## config.mk

```make
export PLATFORM = sky130hd
export DESIGN_NAME = lamp_matrix_scan_driver_unit
export DESIGN_NICKNAME = d
export VERILOG_FILES = /design/src/lmsd_pkg.sv /design/src/lamp_matrix_scan_driver_unit.sv
export SDC_FILE = /design/constraint.sdc
export NUM_CORES = 1
export LEC_CHECK = 0
export ABC_CLOCK_PERIOD_IN_PS = 6200
export BUFFER_PORTS_ARGS = -buffer_cell sky130_fd_sc_hd__buf_2
export CAP_MARGIN = 10
export CORE_UTILIZATION = 30
export DETAILED_ROUTE_END_ITERATION = 10
export PLACE_DENSITY_LB_ADDON = 0.12
export SYNTH_ARGS = -nofsm -noshare
export SYNTH_HDL_FRONTEND = slang
export SYNTH_SLANG_ARGS = --single-unit
```

## constraint.sdc

```tcl
create_clock -name clock -period 6.2 [get_ports clock]
set_input_delay 1.86 -clock clock [delete_from_list [all_inputs] [get_ports clock]]
set_output_delay 1.86 -clock clock [all_outputs]
set_load 0.05 [all_outputs]
```

## src/lmsd_pkg.sv

```systemverilog
// Shared constants, types and position helpers for the lamp matrix scan driver.
package lmsd_pkg;

   // Matrix and shift register geometry
   localparam int ROWS       = 8;
   localparam int COLS       = 5;
   localparam int SHIFT_BITS = 16;

   localparam int LAMPS      = ROWS * COLS;
   localparam int POS_W      = $clog2(LAMPS + 1);
   localparam int LAMP_IDX_W = (LAMPS > 1) ? $clog2(LAMPS) : 1;
   localparam int SLOT_W     = $clog2(2 * SHIFT_BITS);
   localparam int BIT_IDX_W  = $clog2(SHIFT_BITS);

   // Fixed field widths
   localparam int ROW_W   = 3;
   localparam int COL_W   = 3;
   localparam int ROWS_W  = 8;
   localparam int CSR_W   = 16;
   localparam int CSR_IDX_W = 2;

   // Register reset values
   localparam logic [CSR_W-1:0] PULSE_TICKS_RST = 16'd50;
   localparam logic [CSR_W-1:0] SCAN_PERIOD_RST = 16'd2500;

   // Register indexes
   localparam logic [CSR_IDX_W-1:0] CSR_PULSE_TICKS = 2'd0;
   localparam logic [CSR_IDX_W-1:0] CSR_SCAN_PERIOD = 2'd1;

   // Item function codes
   localparam logic FUNC_TICK  = 1'b0;
   localparam logic FUNC_WRITE = 1'b1;

   typedef logic [POS_W-1:0]      pos_type;
   typedef logic [SHIFT_BITS-1:0] word_type;

   // Row of a row-major lamp position
   function automatic logic [ROW_W-1:0] pos_row(input pos_type pos);
      logic [ROW_W-1:0] row;
      row = '0;
      for (int r = 1; r < ROWS; r++) begin
         if (pos >= POS_W'(r * COLS)) begin
            row = ROW_W'(r);
         end
      end
      return row;
   endfunction

   // Column of a row-major lamp position
   function automatic pos_type pos_col(input pos_type pos);
      logic [ROW_W-1:0] row;
      row = pos_row(pos);
      return pos - POS_W'(row * COLS);
   endfunction

   // Row-major position of a lamp (row and column already range checked)
   function automatic pos_type pos_of(input logic [ROW_W-1:0] row,
                                      input logic [COL_W-1:0] col);
      return POS_W'(row * COLS) + POS_W'(col);
   endfunction

endpackage

```

## src/lamp_matrix_scan_driver_unit.sv

```systemverilog
// Top level of the lamp matrix scan driver: lamp map, scan sequencer and result register.
//
// Usage
//   req_*  : one item per handshake. req_func low is one time tick that advances the
//            scan sequencer by one step; req_func high writes one lamp bit of the 8x5
//            map (no time passes, writes outside the matrix are dropped).
//   rsp_*  : one item per request item: serial data, shift clock, latch, row lines and
//            a scan start flag. Data, clock and latch levels hold between ticks.
//   csr_*  : register writes, index 0 = pulse_ticks, 1 = scan_period; other indexes are
//            dropped. csr_ready is always high.
// Latency and throughput
//   Results appear in the cycle after their items are taken. One item is taken
//   every cycle unless stalled: all sequencer work for a tick (start check, next lit
//   lamp search, shift slot, pulse count) is done between inputs and result register.
// Reset
//   Lamp map cleared, registers back to 50 and 2500, all lines low, and the first tick
//   starts a scan.
// Stall
//   While a result waits and rsp_ready is low, req_ready drops; when it is taken, a new
//   request item can be taken in the same cycle.
module lamp_matrix_scan_driver_unit (
   input  logic                          clock,
   input  logic                          reset,
   input  logic                          req_valid,
   output logic                          req_ready,
   input  logic                          req_func,
   input  logic [lmsd_pkg::ROW_W-1:0]    req_lamp_row,
   input  logic [lmsd_pkg::COL_W-1:0]    req_lamp_col,
   input  logic                          req_lamp_value,
   output logic                          rsp_valid,
   input  logic                          rsp_ready,
   output logic                          rsp_sr_data,
   output logic                          rsp_shift_clk,
   output logic                          rsp_load_strobe,
   output logic [lmsd_pkg::ROWS_W-1:0]   rsp_row_drive,
   output logic                          rsp_scan_start,
   input  logic                          csr_valid,
   output logic                          csr_ready,
   input  logic [lmsd_pkg::CSR_IDX_W-1:0] csr_index,
   input  logic [lmsd_pkg::CSR_W-1:0]    csr_wdata
);
   import lmsd_pkg::*;

   // Sequencer phases
   localparam logic [2:0] PH_START     = 3'd0;
   localparam logic [2:0] PH_SHIFT_ON  = 3'd1;
   localparam logic [2:0] PH_LATCH_ON  = 3'd2;
   localparam logic [2:0] PH_PULSE     = 3'd3;
   localparam logic [2:0] PH_SHIFT_OFF = 3'd4;
   localparam logic [2:0] PH_LATCH_OFF = 3'd5;
   localparam logic [2:0] PH_DONE      = 3'd6;
   localparam logic [2:0] PH_SEEK      = 3'd7;

   localparam logic [SLOT_W-1:0] SLOT_LAST = SLOT_W'(2 * SHIFT_BITS - 1);

   // State
   logic [CSR_W-1:0]  pulse_ticks_ff, scan_period_ff;
   logic [LAMPS-1:0]  lamp_bits_ff, lamp_bits_in;
   pos_type           scan_pos_ff, scan_pos_in;
   logic [2:0]        phase_ff, phase_in;
   logic [SLOT_W-1:0] bit_slot_ff, bit_slot_in;
   logic [CSR_W-1:0]  pulse_count_ff, pulse_count_in;
   logic [CSR_W-1:0]  period_count_ff, period_count_in;
   word_type          column_word_ff, column_word_in;

   // Result register (data, clock and latch levels double as the held levels)
   logic              rsp_valid_ff, rsp_valid_in;
   logic              sr_data_ff, sr_data_in;
   logic              shift_clk_ff, shift_clk_in;
   logic              load_strobe_ff, load_strobe_in;
   logic [ROWS_W-1:0] row_drive_ff, row_drive_in;
   logic              scan_start_ff, scan_start_in;

   // Scratch for the step logic
   logic              req_take;
   logic              seek_found;
   pos_type           seek_hit;
   pos_type           hit_col;
   logic [BIT_IDX_W-1:0] bit_idx;
   logic [CSR_W-1:0]  pulse_next;

   assign req_ready = !rsp_valid_ff || rsp_ready;
   assign req_take  = req_valid && req_ready;
   assign csr_ready = 1'b1;

   // One sequencer step per tick item, or one lamp map write per write item
   always_comb begin
      lamp_bits_in    = lamp_bits_ff;
      scan_pos_in     = scan_pos_ff;
      phase_in        = phase_ff;
      bit_slot_in     = bit_slot_ff;
      pulse_count_in  = pulse_count_ff;
      period_count_in = period_count_ff;
      column_word_in  = column_word_ff;
      sr_data_in      = sr_data_ff;
      shift_clk_in    = shift_clk_ff;
      load_strobe_in  = load_strobe_ff;
      row_drive_in    = '0;
      scan_start_in   = 1'b0;
      seek_found      = 1'b0;
      seek_hit        = '0;
      hit_col         = '0;
      bit_idx         = '0;
      pulse_next      = '0;

      if (req_func == FUNC_WRITE) begin
         // lamp map write, out-of-range positions dropped
         if (32'(req_lamp_row) < ROWS && 32'(req_lamp_col) < COLS) begin
            lamp_bits_in[LAMP_IDX_W'(pos_of(req_lamp_row, req_lamp_col))] = req_lamp_value;
         end
      end else begin
         // scan start
         if (phase_ff == PH_START ||
             (phase_ff == PH_DONE && period_count_ff >= scan_period_ff)) begin
            scan_start_in   = 1'b1;
            period_count_in = '0;
            scan_pos_in     = '0;
            phase_in        = PH_SEEK;
         end
         if (period_count_in != '1) begin
            period_count_in = period_count_in + 1'b1;
         end

         // next lit lamp at or after the current position
         if (phase_in == PH_SEEK) begin
            for (int i = 0; i < LAMPS; i++) begin
               if (!seek_found && POS_W'(i) >= scan_pos_in && lamp_bits_ff[i]) begin
                  seek_found = 1'b1;
                  seek_hit   = POS_W'(i);
               end
            end
            if (seek_found) begin
               scan_pos_in    = seek_hit;
               hit_col        = pos_col(seek_hit);
               column_word_in = (32'(hit_col) < SHIFT_BITS) ?
                                (word_type'(1) << hit_col) : '0;
               bit_slot_in    = '0;
               phase_in       = PH_SHIFT_ON;
            end else begin
               scan_pos_in = POS_W'(LAMPS);
               phase_in    = PH_DONE;
            end
         end

         bit_idx    = BIT_IDX_W'(SHIFT_BITS - 1) - BIT_IDX_W'(bit_slot_in >> 1);
         pulse_next = pulse_count_ff + 1'b1;

         case (phase_in)
            PH_SHIFT_ON, PH_SHIFT_OFF: begin
               // one half bit: clock low with data, then clock high
               sr_data_in     = (phase_in == PH_SHIFT_ON) ? column_word_in[bit_idx] : 1'b0;
               shift_clk_in   = bit_slot_in[0];
               load_strobe_in = 1'b0;
               if (bit_slot_in == SLOT_LAST) begin
                  bit_slot_in = '0;
                  phase_in    = (phase_in == PH_SHIFT_ON) ? PH_LATCH_ON : PH_LATCH_OFF;
               end else begin
                  bit_slot_in = bit_slot_in + 1'b1;
               end
            end
            PH_LATCH_ON: begin
               shift_clk_in   = 1'b1;
               load_strobe_in = 1'b1;
               sr_data_in     = column_word_ff[0];
               pulse_count_in = '0;
               phase_in       = PH_PULSE;
            end
            PH_PULSE: begin
               shift_clk_in   = 1'b1;
               load_strobe_in = 1'b1;
               sr_data_in     = column_word_ff[0];
               row_drive_in   = ROWS_W'(1) << pos_row(scan_pos_ff);
               pulse_count_in = pulse_next;
               if (pulse_next >= pulse_ticks_ff) begin
                  column_word_in = '0;
                  bit_slot_in    = '0;
                  phase_in       = PH_SHIFT_OFF;
               end
            end
            PH_LATCH_OFF: begin
               shift_clk_in   = 1'b1;
               load_strobe_in = 1'b1;
               sr_data_in     = 1'b0;
               scan_pos_in    = scan_pos_ff + 1'b1;
               phase_in       = PH_SEEK;
            end
            default: begin
            end
         endcase
      end
   end

   // Result valid
   always_comb begin
      rsp_valid_in = rsp_valid_ff;
      if (req_take) begin
         rsp_valid_in = 1'b1;
      end else if (rsp_ready) begin
         rsp_valid_in = 1'b0;
      end
   end

   // Registers and state
   always_ff @(posedge clock) begin
      if (reset) begin
         pulse_ticks_ff  <= PULSE_TICKS_RST;
         scan_period_ff  <= SCAN_PERIOD_RST;
         lamp_bits_ff    <= '0;
         scan_pos_ff     <= '0;
         phase_ff        <= PH_START;
         bit_slot_ff     <= '0;
         pulse_count_ff  <= '0;
         period_count_ff <= '0;
         column_word_ff  <= '0;
         rsp_valid_ff    <= 1'b0;
         sr_data_ff      <= 1'b0;
         shift_clk_ff    <= 1'b0;
         load_strobe_ff  <= 1'b0;
         row_drive_ff    <= '0;
         scan_start_ff   <= 1'b0;
      end else begin
         if (csr_valid && csr_ready) begin
            case (csr_index)
               CSR_PULSE_TICKS: pulse_ticks_ff <= csr_wdata;
               CSR_SCAN_PERIOD: scan_period_ff <= csr_wdata;
               default: begin
               end
            endcase
         end
         rsp_valid_ff <= rsp_valid_in;
         if (req_take) begin
            lamp_bits_ff    <= lamp_bits_in;
            scan_pos_ff     <= scan_pos_in;
            phase_ff        <= phase_in;
            bit_slot_ff     <= bit_slot_in;
            pulse_count_ff  <= pulse_count_in;
            period_count_ff <= period_count_in;
            column_word_ff  <= column_word_in;
            sr_data_ff      <= sr_data_in;
            shift_clk_ff    <= shift_clk_in;
            load_strobe_ff  <= load_strobe_in;
            row_drive_ff    <= row_drive_in;
            scan_start_ff   <= scan_start_in;
         end
      end
   end

   assign rsp_valid       = rsp_valid_ff;
   assign rsp_sr_data     = sr_data_ff;
   assign rsp_shift_clk   = shift_clk_ff;
   assign rsp_load_strobe = load_strobe_ff;
   assign rsp_row_drive   = row_drive_ff;
   assign rsp_scan_start  = scan_start_ff;

   // Checks
   a_row_onehot: assert property (@(posedge clock) disable iff (reset)
      $onehot0(row_drive_ff))
      else $error("more than one row driven");

   a_row_latched: assert property (@(posedge clock) disable iff (reset)
      (row_drive_ff != '0) |-> (load_strobe_ff && shift_clk_ff))
      else $error("row driven while shifting");

   a_start_no_row: assert property (@(posedge clock) disable iff (reset)
      scan_start_ff |-> (row_drive_ff == '0))
      else $error("row driven on scan start");

   a_slot_idle: assert property (@(posedge clock) disable iff (reset)
      (phase_ff != PH_SHIFT_ON && phase_ff != PH_SHIFT_OFF) |-> (bit_slot_ff == '0))
      else $error("bit slot left nonzero outside shifting");

   a_rsp_follows: assert property (@(posedge clock) disable iff (reset)
      req_take |=> rsp_valid_ff)
      else $error("taken item produced no result");

endmodule

```

==> reports/metrics.cfg, run 1 <==
[clock_tree]
cts_max_level=4
cts_tree=yes
numCtsBuffers=17
postCtsHoldBufs=0
cts.sinks=147
clkTransAtPathRegs_ns=0.07
root_buffer=clkbuf_16
clk_latency_ns=0.44
cts_buffer_depth=2

[status]
status=finished with violations
violations=negative setup slack

[setup_path]
arrival_ns=6.73
path_buf_inv=3
max_stage_delay_ns=0.63
ff2ff_path_depth=26
cp.depth=26
critPathKind=register to register
r2r_end=column_word_ff[5]
crit_fanout=7
crit_start=period_count_ff[0]
required_ns=6.57
crit_end=column_word_ff[5]
worst_setup_path_start_kind=register
cp_top_family=compound AO/OA/AOI/OAI gates
r2r_slack_ns=-0.16
cpMaxStageDelayCell=or4_4
r2r-start=period_count_ff[0]
crit_path_end_kind=register

[timing]
worst_pin_slew_ns=1.121
finalMaxSlewViolations=0
setup_viol=5
setup_tns_ns=-0.5538
hold_viol_final=0
post-route-period-util_pct=102.6
skew_ns=0.01447
setup_ws_ns=-0.1582
period_minus_slack_ns=6.358
clock.fmax_mhz=157.3
relSlewSlack_pct=24.97
grt_setup_unrepaired=yes

[floorplan]
die_h_um=187.7
fp-row-count=67
die_w_um=187.7
start_util_pct=30.71
coreArea_um2=33700
die-area_um2=35240
io-pin-count=46

[yosys]
ys_seq_area_share_pct=28.44
syn_inst=1412
yosysUniqueCellTypes=91
ys_top_cells_by_area=dfxtp_1 (28%), nand2_1 (7.0%), ha_1 (6.8%)
synth-compound-area-share_pct=27.02
syn_area_um2=10350
yosys.area_share.simple_pct=26.47
synthArstFlopShare_pct=0
synth_nets=1502
syn_avg_cell_area_um2=7.329
synth_top_cell_area_share_pct=28.44
synthFlopType=dfxtp_1
synth_top_family_by_area=compound AO/OA/AOI/OAI gates
synth_top_area_cell=dfxtp_1
synth_edf_count=0
ys_warn_count=0
synth_seq_cells=147
synth_xor_area_share_pct=3.047
synthMuxAreaShare_pct=1.777
synth_fa_ha_area_share_pct=7.351

[detailed_routing]
totalWireLength_um=35110
drtIter0Drc=737
viasPerCell=5.296
wire_per_inst_um=17.26
ant_nets=0
detail_route.first_pass.iterations=6
vias=10770
route.detailed.drc=0

[layout]
finalNonFillerCells=2034
syn_to_final_growth_pct=26.59
drive_gt1_share_pct=21.50
fin_nets=1663
most-common-layout-cells=nand2_1 (192), buf_4 (178), dfxtp_1 (144)
fillers=3594
diodes=0
final_area_um2=13100
final_common_cell=nand2_1

[flow_run]
cap_violations=0

[worst_hold_path]
hold_depth=2
holdCritPathClass=register to register

[pwr]
p_per_area_nw_per_um2=211.2
ir_drop_mv=0.1872
p_total_w=0.002767
leakage_nw=5.300

[grt]
use_met2_pct=31.25
grt.total_usage_pct=20.17
grt_pass1_wl_um=56860
grt_pass1_vias=10330
use_met1_pct=28.43
antenna_found_initial=0
use_met3_pct=2.845
grt_overflow=0
grt_busiest_layer=met2
grt_max_degree=86

[place]
portBuffers=44
place_area_um2=12160
place_inst=1991
pre_cts_slack_ns=-0.5487
dp_hpwl_um=26270
gp_congestion=0.8698

## repair_timing
item                                    CTS  global route
endpoints found under the setup margin   17            17
endpoints found under the hold margin     0             0
gates cloned                              1             0
pin swaps                                29            22
gates resized for setup                  44            25
buffers inserted                          8             2
## synth_stat cells, drive strengths merged, types with 9 or more instances
cell	count
or2	10
a31oi	14
dfxtp	147
or3	10
nor3	40
o21ai	94
mux2i	15
o211ai	24
a21oi	128
nand3	44
xor2	9
xnor2	27
nor2b	10
inv	69
a22oi	22
a211oi	15
and3	17
and2	26
nand4	28
nor2	140
buf	14
nand2b	14
nand2	192
a21o	27
ha	56
clkbuf	72
## where the power goes
part / total [W] / internal, W / switching (W)
clock network: 0.00103 / 0.000581 / 0.000446
registers: 0.000976 / 0.000960 / 0.0000159
logic: 0.000764 / 0.000318 / 0.000446
## layer usage
layer  vias to the layer above  share of wire [%]
li1                       5433                  -
met1                      5022                 50
met2                       271                 44
met3                        47                4.2
met4                         0                2.7
met5                         -                  0
## cell type report
class / count / area, um^2 / area share [%]
multi-input cells: 1111 / 7112 / 54.29
flip-flops and latches: 147 / 2947 / 22.49
repair buffers: 227 / 1640 / 12.52
well taps: 448 / 560.5 / 4.279
clock buffers: 20 / 456.7 / 3.486
inverters: 69 / 264.0 / 2.015
clock inverters: 12 / 120.1 / 0.9169
## worst min path at each step
stage / slack, ns / startpoint / endpoint
global route: 0.47 / scan_period_ff[14] / scan_period_ff[14]
floorplan: 0.43 / column_word_ff[13] / column_word_ff[13]
detailed placement: 0.45 / scan_period_ff[14] / scan_period_ff[14]
global placement: 0.44 / rsp_scan_start / rsp_scan_start
CTS: 0.46 / scan_period_ff[1] / scan_period_ff[1]
finish: 0.46 / rsp_scan_start / rsp_scan_start
## cells by family after synthesis
logic type	after synthesis
simple gates	567
compound gates	430
buf+inv	155
flops	147
fa+ha+maj	59
xor+xnor	36
mux	17
other cells	1
## registers in the layout (all words and copies together), names as in the netlist, 6 cells and up
| signal | cells |
|---|---|
| scan_pos_ff | 6 |
| period_count_ff | 16 |
| column_word_ff | 16 |
| rsp_row_drive | 8 |
| pulse_ticks_ff | 16 |
| lamp_bits_ff | 40 |
| pulse_count_ff | 16 |
| scan_period_ff | 16 |
## worst register-to-register path: stages (launching register included)
cell,delay (ns)
dfxtp_2,0.32
inv_2,0.07
ha_4,0.19
nand2b_4,0.12
a2111o_1,0.39
a31o_4,0.27
or4_4,0.63
o21a_4,0.26
nor3_4,0.26
buf_6,0.13
nand4b_1,0.18
o22a_1,0.27
nand3_4,0.13
inv_6,0.05
a311o_1,0.39
a2111oi_4,0.37
or2_1,0.19
nor2_2,0.06
fa_2,0.37
nand2b_4,0.15
a21oi_2,0.13
xnor2_1,0.10
nor2_1,0.12
nand3_1,0.10
o311a_4,0.36
or4b_1,0.55
a21oi_2,0.12
## per-stage QoR
step | hold WS [ns] | util [%]
2_1_floorplan | 0.4274 | -
3_3_place_gp | 0.4440 | 36.08
3_5_place_dp | 0.4499 | 36.08
4_1_cts | 0.4568 | 38.51
5_1_grt | 0.4701 | 38.87
6_report | 0.4552 | 38.87
Power figures use the tool's default switching activity.
==> inputs of run 2 (changes only) <==
--- a/config.mk
+++ b/config.mk
@@ -11,6 +11,7 @@
 export CORE_UTILIZATION = 30
 export DETAILED_ROUTE_END_ITERATION = 10
 export PLACE_DENSITY_LB_ADDON = 0.12
+export SETUP_SLACK_MARGIN = 0.15
 export SYNTH_ARGS = -nofsm -noshare
 export SYNTH_HDL_FRONTEND = slang
 export SYNTH_SLANG_ARGS = --single-unit
==> reports/metrics.cfg, run 2 (synthesis results as in run 1) <==
[detailed_routing]
viasPerCell=5.340  ; +0.83%
detail_route.first_pass.iterations=5  ; -1
wire_per_inst_um=17.69  ; +2.5%
drtIter0Drc=606  ; -18%
vias=10730  ; -0.41%
ant_nets=0  ; unchanged
route.detailed.drc=0  ; unchanged
totalWireLength_um=35540  ; +1.2%

[layout]
finalNonFillerCells=2009  ; -1.2%
largest_reg_flops=40  ; unchanged
utilization_pct=38.63  ; -0.24 points
regMostFlops=lamp_bits_ff
drive_gt1_share_pct=20.44  ; -1.1 points
fillers=3602  ; +0.22%
most-common-layout-cells=nand2_1 (191), buf_4 (150), dfxtp_1 (145)
diodes=0  ; unchanged
final_common_cell=nand2_1
fin_nets=1638  ; -1.5%
syn_to_final_growth_pct=25.80

[place]
portBuffers=44  ; unchanged
place_inst=1955  ; -1.8%
gp_congestion=0.9678  ; +11%
dp_hpwl_um=26260  ; about the same

[floorplan]
die_h_um=187.7  ; unchanged
fp-row-count=67  ; unchanged
io-pin-count=46  ; unchanged
die-area_um2=35240  ; unchanged
die_w_um=187.7  ; unchanged
coreArea_um2=33700  ; unchanged
start_util_pct=30.71  ; unchanged

[flow_run]
cap_violations=0  ; unchanged

[grt]
grt.total_usage_pct=20.33  ; +0.17 points
antenna_found_initial=0  ; unchanged
grt_pass1_vias=10390  ; +0.57%
grt_pass1_wl_um=56960  ; +0.17%
grt_overflow=0  ; unchanged
grt_max_degree=86  ; unchanged

[timing]
skew_ns=0.01080  ; -0.003662 ns
post-route-period-util_pct=104.2  ; +1.7 points
hold_viol_final=0  ; unchanged
setup_ws_ns=-0.2605  ; -0.1024 ns
period_minus_slack_ns=6.461  ; +0.1024 ns
finalMaxSlewViolations=0  ; unchanged
relSlewSlack_pct=19.93  ; -5.0 points
grt_setup_unrepaired=yes
whs_ns=0.4532  ; -0.002006 ns
worst_pin_slew_ns=1.196  ; +0.07525 ns
setup_viol=17  ; +12
clock.fmax_mhz=154.8  ; -1.6%

[clock_tree]
postCtsHoldBufs=0  ; unchanged
cts_buffer_depth=2  ; unchanged
cts_tree=yes
root_buffer=clkbuf_16
numCtsBuffers=17  ; unchanged
cts_max_level=4  ; unchanged
cts.sinks=147  ; unchanged
clk_latency_ns=0.44  ; about the same
clkTransAtPathRegs_ns=0.07  ; about the same

[setup_path]
arrival_ns=6.83  ; +0.10 ns
ff2ff_path_depth=27  ; +3.8%
r2r_slack_ns=-0.26  ; -0.10 ns
crit_fanout=8  ; +1
critPathKind=register to register
crit_start=period_count_ff[0]
crit_path_end_kind=register
r2r-start=period_count_ff[0]
required_ns=6.57  ; about the same
r2r_end=column_word_ff[6]
worst_setup_path_start_kind=register

[pwr]
p_per_area_nw_per_um2=216.7  ; +2.6%
p_total_w=0.002821  ; +2.0%
leakage_nw=5.209  ; -1.7%
ir_drop_mv=0.2299  ; +23%

[status]
status=finished with violations
violations=negative setup slack

[worst_hold_path]
hold_start=rsp_load_strobe
hold-path-endpoint=rsp_load_strobe
holdCritPathClass=register to register
hold_depth=2  ; unchanged

==> run 2: cell types whose count changed in the layout (fill, tap and decap cells not counted), sizes merged <==
cell	before	now
bufbuf	0	1
clkinvlp	1	3
clkbuf	20	23
clkinv	6	1
or4	2	1
inv	73	72
buf	227	202
bufinv	1	2
==> run 2: per-stage QoR <==
stage | worst slack, ns | setup TNS (ns) | area, um^2
floorplan | 0.1378 | 0 | 10420
global placement | -0.3299 | -4.111 | 11940
detailed placement | -0.4099 | -5.254 | 11940
CTS | -0.1863 | -1.354 | 12830
global route | -0.4753 | -6.266 | 13020
finish | -0.2605 | -2.475 | 13020
==> run 2: area by class of cell <==
class | count | area (um^2) | area share [%]
clock buffers | 23 | 478.0 | 3.671
inverters | 69 | 264.0 | 2.028
clock inverters | 9 | 117.6 | 0.9034
flip-flops and latches | 147 | 2945 | 22.62
well taps | 448 | 560.5 | 4.306
multi-input cells | 1110 | 7127 | 54.74
repair buffers | 203 | 1526 | 11.73
==> run 2: layer usage <==
| layer | wire, um | GRT usage (%) | part of all wire [%] |
|---|---|---|---|
| met1 | 16540 | 26.27 | 47 |
| met3 | 1346 | 3.818 | 3.8 |
| met4 | 865 | 7.598 | 2.4 |
| met5 | 0 | 0 | 0 |
| met2 | 16780 | 33.46 | 47 |
==> run 2: critical path, stage by stage, from the launching register on <==
cell	delay (ns)
dfxtp_2	0.33
inv_2	0.05
ha_4	0.20
nand2b_4	0.12
a2111o_1	0.43
a31o_1	0.25
or4_4	0.59
buf_6	0.16
buf_16	0.13
a21oi_4	0.15
o2111a_2	0.28
nand3_4	0.09
or4b_4	0.57
nand3_4	0.12
inv_6	0.06
a311o_1	0.31
a2111oi_4	0.33
or2_1	0.17
nor2_1	0.05
fa_2	0.35
nand2b_4	0.16
a21oi_4	0.13
xnor2_2	0.09
nor2_2	0.16
nand3_2	0.08
o311a_4	0.35
or4b_1	0.51
a21oi_1	0.13
==> run 2: power breakdown <==
part	switching [W]	leakage, nW	total [W]	internal (W)
Clock	0.000441	0.281	0.00107	0.000629
Combinational	0.000453	3.74	0.000776	0.000322
Sequential	0.0000157	1.19	0.000976	0.000960
==> run 2: worst max-delay path by stage <==
stage,endpoint,depth (start not counted)
floorplan,rsp_sr_data,28
global placement,rsp_sr_data,28
detailed placement,rsp_sr_data,27
CTS,column_word_ff[6],26
global route,column_word_ff[6],27
finish,column_word_ff[6],27
==> run 2: repair_timing <==
item                                   4_1_cts  5_1_grt
pin swaps                                   26       17
setup endpoints to repair                   17       17
resized for setup                           40       23
setup buffers                               11        8
gates cloned                                 2        0
endpoints found under the hold margin        0        0
==> inputs of run 3 (changes only) <==
--- a/config.mk
+++ b/config.mk
@@ -5,11 +5,12 @@
 export SDC_FILE = /design/constraint.sdc
 export NUM_CORES = 1
 export LEC_CHECK = 0
-export ABC_CLOCK_PERIOD_IN_PS = 6200
+export ABC_CLOCK_PERIOD_IN_PS = 6400
 export BUFFER_PORTS_ARGS = -buffer_cell sky130_fd_sc_hd__buf_2
 export CAP_MARGIN = 10
 export CORE_UTILIZATION = 30
 export DETAILED_ROUTE_END_ITERATION = 10
+export GPL_TIMING_DRIVEN = 1
 export PLACE_DENSITY_LB_ADDON = 0.12
 export SETUP_SLACK_MARGIN = 0.15
 export SYNTH_ARGS = -nofsm -noshare
==> constraint.sdc (replaced) <==
create_clock -name clock -period 6.4 [get_ports clock]
set_input_delay 1.92 -clock clock [delete_from_list [all_inputs] [get_ports clock]]
set_output_delay 1.92 -clock clock [all_outputs]
set_load 0.05 [all_outputs]
==> reports/metrics.cfg, run 3 (synthesis results as in run 1) <==
[setup_path]
crit_path_end_kind=register
r2r_slack_ns=-0.02  ; +0.24 ns
ff2ff_path_depth=26  ; -3.7%
worst_setup_path_start_kind=register
r2r_end=column_word_ff[12]
required_ns=6.75  ; +0.18 ns
cpMaxStageDelayCell=or4_4
critPathKind=register to register
path_buf_inv=3  ; -1
max_stage_delay_ns=0.62  ; +0.03 ns
r2r-start=period_count_ff[0]
cp_top_family=simple AND/OR/NAND/NOR gates
arrival_ns=6.77  ; -0.06 ns
crit_fanout=7  ; -1

[layout]
multiInputGateArea_um2=7208  ; +1.1%
syn_to_final_growth_pct=23.27
most-common-layout-cells=nand2_1 (191), dfxtp_1 (142), nor2_1 (133)
diodes=0  ; unchanged
regMostFlops=lamp_bits_ff
drive_gt1_share_pct=19.48  ; -0.96 points
utilization_pct=37.86  ; -0.78 points
largest_reg_flops=40  ; unchanged
fin_nets=1607  ; -1.9%
seq_area_um2=2949  ; +0.13%
final_area_um2=12760  ; -2.0%
fillers=3592  ; -0.28%
final_common_cell=nand2_1

[grt]
antenna_found_initial=0  ; unchanged
grt.total_usage_pct=20.02  ; -0.31 points
use_met1_pct=27.28  ; +1.0 points
grt_max_degree=70  ; -19%
use_met3_pct=2.938  ; -0.88 points
grt_pass1_vias=10140  ; -2.4%
grt_overflow=0  ; unchanged
grt_busiest_layer=met2
grt_pass1_wl_um=56450  ; -0.90%
use_met2_pct=32.12  ; -1.3 points

[timing]
relSlewSlack_pct=24.57  ; +4.6 points
setup_viol=1  ; -16
post-route-period-util_pct=100.3  ; -3.9 points
grt_setup_unrepaired=yes
clock.fmax_mhz=155.8  ; +0.67%
setup_ws_ns=-0.01736  ; +0.2432 ns
period_minus_slack_ns=6.417  ; -0.04318 ns
skew_ns=0.01395  ; +0.003146 ns
finalMaxSlewViolations=0  ; unchanged
hold_viol_final=0  ; unchanged
worst_pin_slew_ns=1.121  ; -0.07470 ns

[clock_tree]
cts_tree=yes
postCtsHoldBufs=0  ; unchanged
cts_buffer_depth=2  ; unchanged
numCtsBuffers=17  ; unchanged
clkTransAtPathRegs_ns=0.06  ; about the same
cts_max_level=4  ; unchanged
root_buffer=clkbuf_16
clk_latency_ns=0.43  ; about the same
cts.sinks=147  ; unchanged

[pwr]
seqPwrFrac_pct=36.2  ; +1.6 points
netSwitchingFraction_pct=34.27  ; +2.0 points
leakage_nw=5.032  ; -3.4%
p_total_w=0.002612  ; -7.4%
p_per_area_nw_per_um2=204.7  ; -5.5%
p_int_w=0.001717  ; -10%
p_switching_w=0.0008950  ; -1.6%
p_clk_share_pct=36.6  ; -1.3 points
ir_drop_mv=0.1819  ; -21%
pwr-share-comb_pct=27.3  ; -0.2 points

[place]
portBuffers=44  ; unchanged
gp_congestion=0.9041  ; -6.6%
pre_cts_slack_ns=-0.1725  ; +0.2374 ns
place_area_um2=11660  ; -2.3%
dp_hpwl_um=26190  ; -0.27%

[worst_hold_path]
holdCritPathClass=register to register
hold_start=scan_period_ff[5]
hold_depth=2  ; unchanged
hold-path-endpoint=scan_period_ff[5]

[detailed_routing]
detail_route.first_pass.iterations=5  ; unchanged
vias=10620  ; -1.0%
route.detailed.drc=0  ; unchanged
drtIter0Drc=726  ; +20%
ant_nets=0  ; unchanged
wire_per_inst_um=17.87  ; +1.0%
totalWireLength_um=35350  ; -0.53%
viasPerCell=5.368  ; +0.52%

[floorplan]
die_h_um=187.7  ; unchanged
fp-row-count=67  ; unchanged
die_w_um=187.7  ; unchanged
start_util_pct=30.71  ; unchanged
coreArea_um2=33700  ; unchanged
io-pin-count=46  ; unchanged
die-area_um2=35240  ; unchanged

[status]
violations=negative setup slack
status=finished with violations

[flow_run]
cap_violations=0  ; unchanged

-- run 3: cell count changes in the layout (fill, tap and decap cells not counted), moves of 3 or more --
cell     before  now
a21oi_2       3    6
buf_4       150  121
dfxtp_1     145  142
dfxtp_2       2    5
ha_1         53   50
ha_4          2    5
-- run 3: worst register-to-register path, delay by kind of cell (launching register included) --
kind,cells,cell delay [ns]
buf+inv,3,0.25
xor+xnor,1,0.10
simple gates,11,2.65
compound gates,9,2.41
flops,1,0.34
fa+ha+maj,2,0.59
-- run 3: metal layers --
| layer | vias up | wire length [um] |
|---|---|---|
| met3 | 49 | 1248 |
| li1 | 5308 | - |
| met4 | 0 | 853 |
| met1 | 5047 | 17140 |
| met5 | - | 0 |
| met2 | 214 | 16110 |
-- run 3: area by class of cell --
class                   instances  share of cell area [%]
multi-input cells            1111                   56.50
flip-flops and latches        147                   23.12
repair buffers                171                   9.700
well taps                     448                   4.394
clock buffers                  20                   3.501
inverters                      69                   2.050
clock inverters                12                  0.7356
-- run 3: worst max path at each step --
stage | cells after the start | slack [ns] | end | from
after floorplan | 28 | 0.16 | rsp_sr_data | period_count_ff[0]
after CTS | 24 | 0.009 | column_word_ff[6] | period_count_ff[0]
after detailed placement | 26 | -0.17 | column_word_ff[12] | period_count_ff[0]
final | 26 | -0.02 | column_word_ff[12] | period_count_ff[0]
after global placement | 26 | -0.25 | column_word_ff[12] | period_count_ff[0]
after global routing | 28 | -0.24 | column_word_ff[12] | period_count_ff[0]
-- run 3: power groups by stage --
stage | clock network (W) | logic, W | registers [W]
6_report | 0.000955 | 0.000712 | 0.000945
5_1_grt | 0.00103 | 0.000774 | 0.000946
4_1_cts | 0.000982 | 0.000651 | 0.000944
3_5_place_dp | 0 | 0.000616 | 0.000965
3_3_place_gp | 0 | 0.000614 | 0.000965
2_1_floorplan | 0 | 0.000388 | 0.000962
-- run 3: timing repair --
item | 4_1_cts | 5_1_grt
pin swaps | 27 | 34
setup endpoints to repair | 17 | 17
resized for setup | 37 | 50
setup buffers | 7 | 11
cloned | 1 | 0
-- run 3: per-stage QoR --
step / cells / TNS, ns / hold slack [ns]
2_1_floorplan: 1412 / 0 / 0.4274
3_3_place_gp: 1927 / -2.989 / 0.4414
3_5_place_dp: 1927 / -1.670 / 0.4469
4_1_cts: 1967 / 0 / 0.4558
5_1_grt: 1978 / -1.100 / 0.4741
6_report: 1978 / -0.01736 / 0.4545
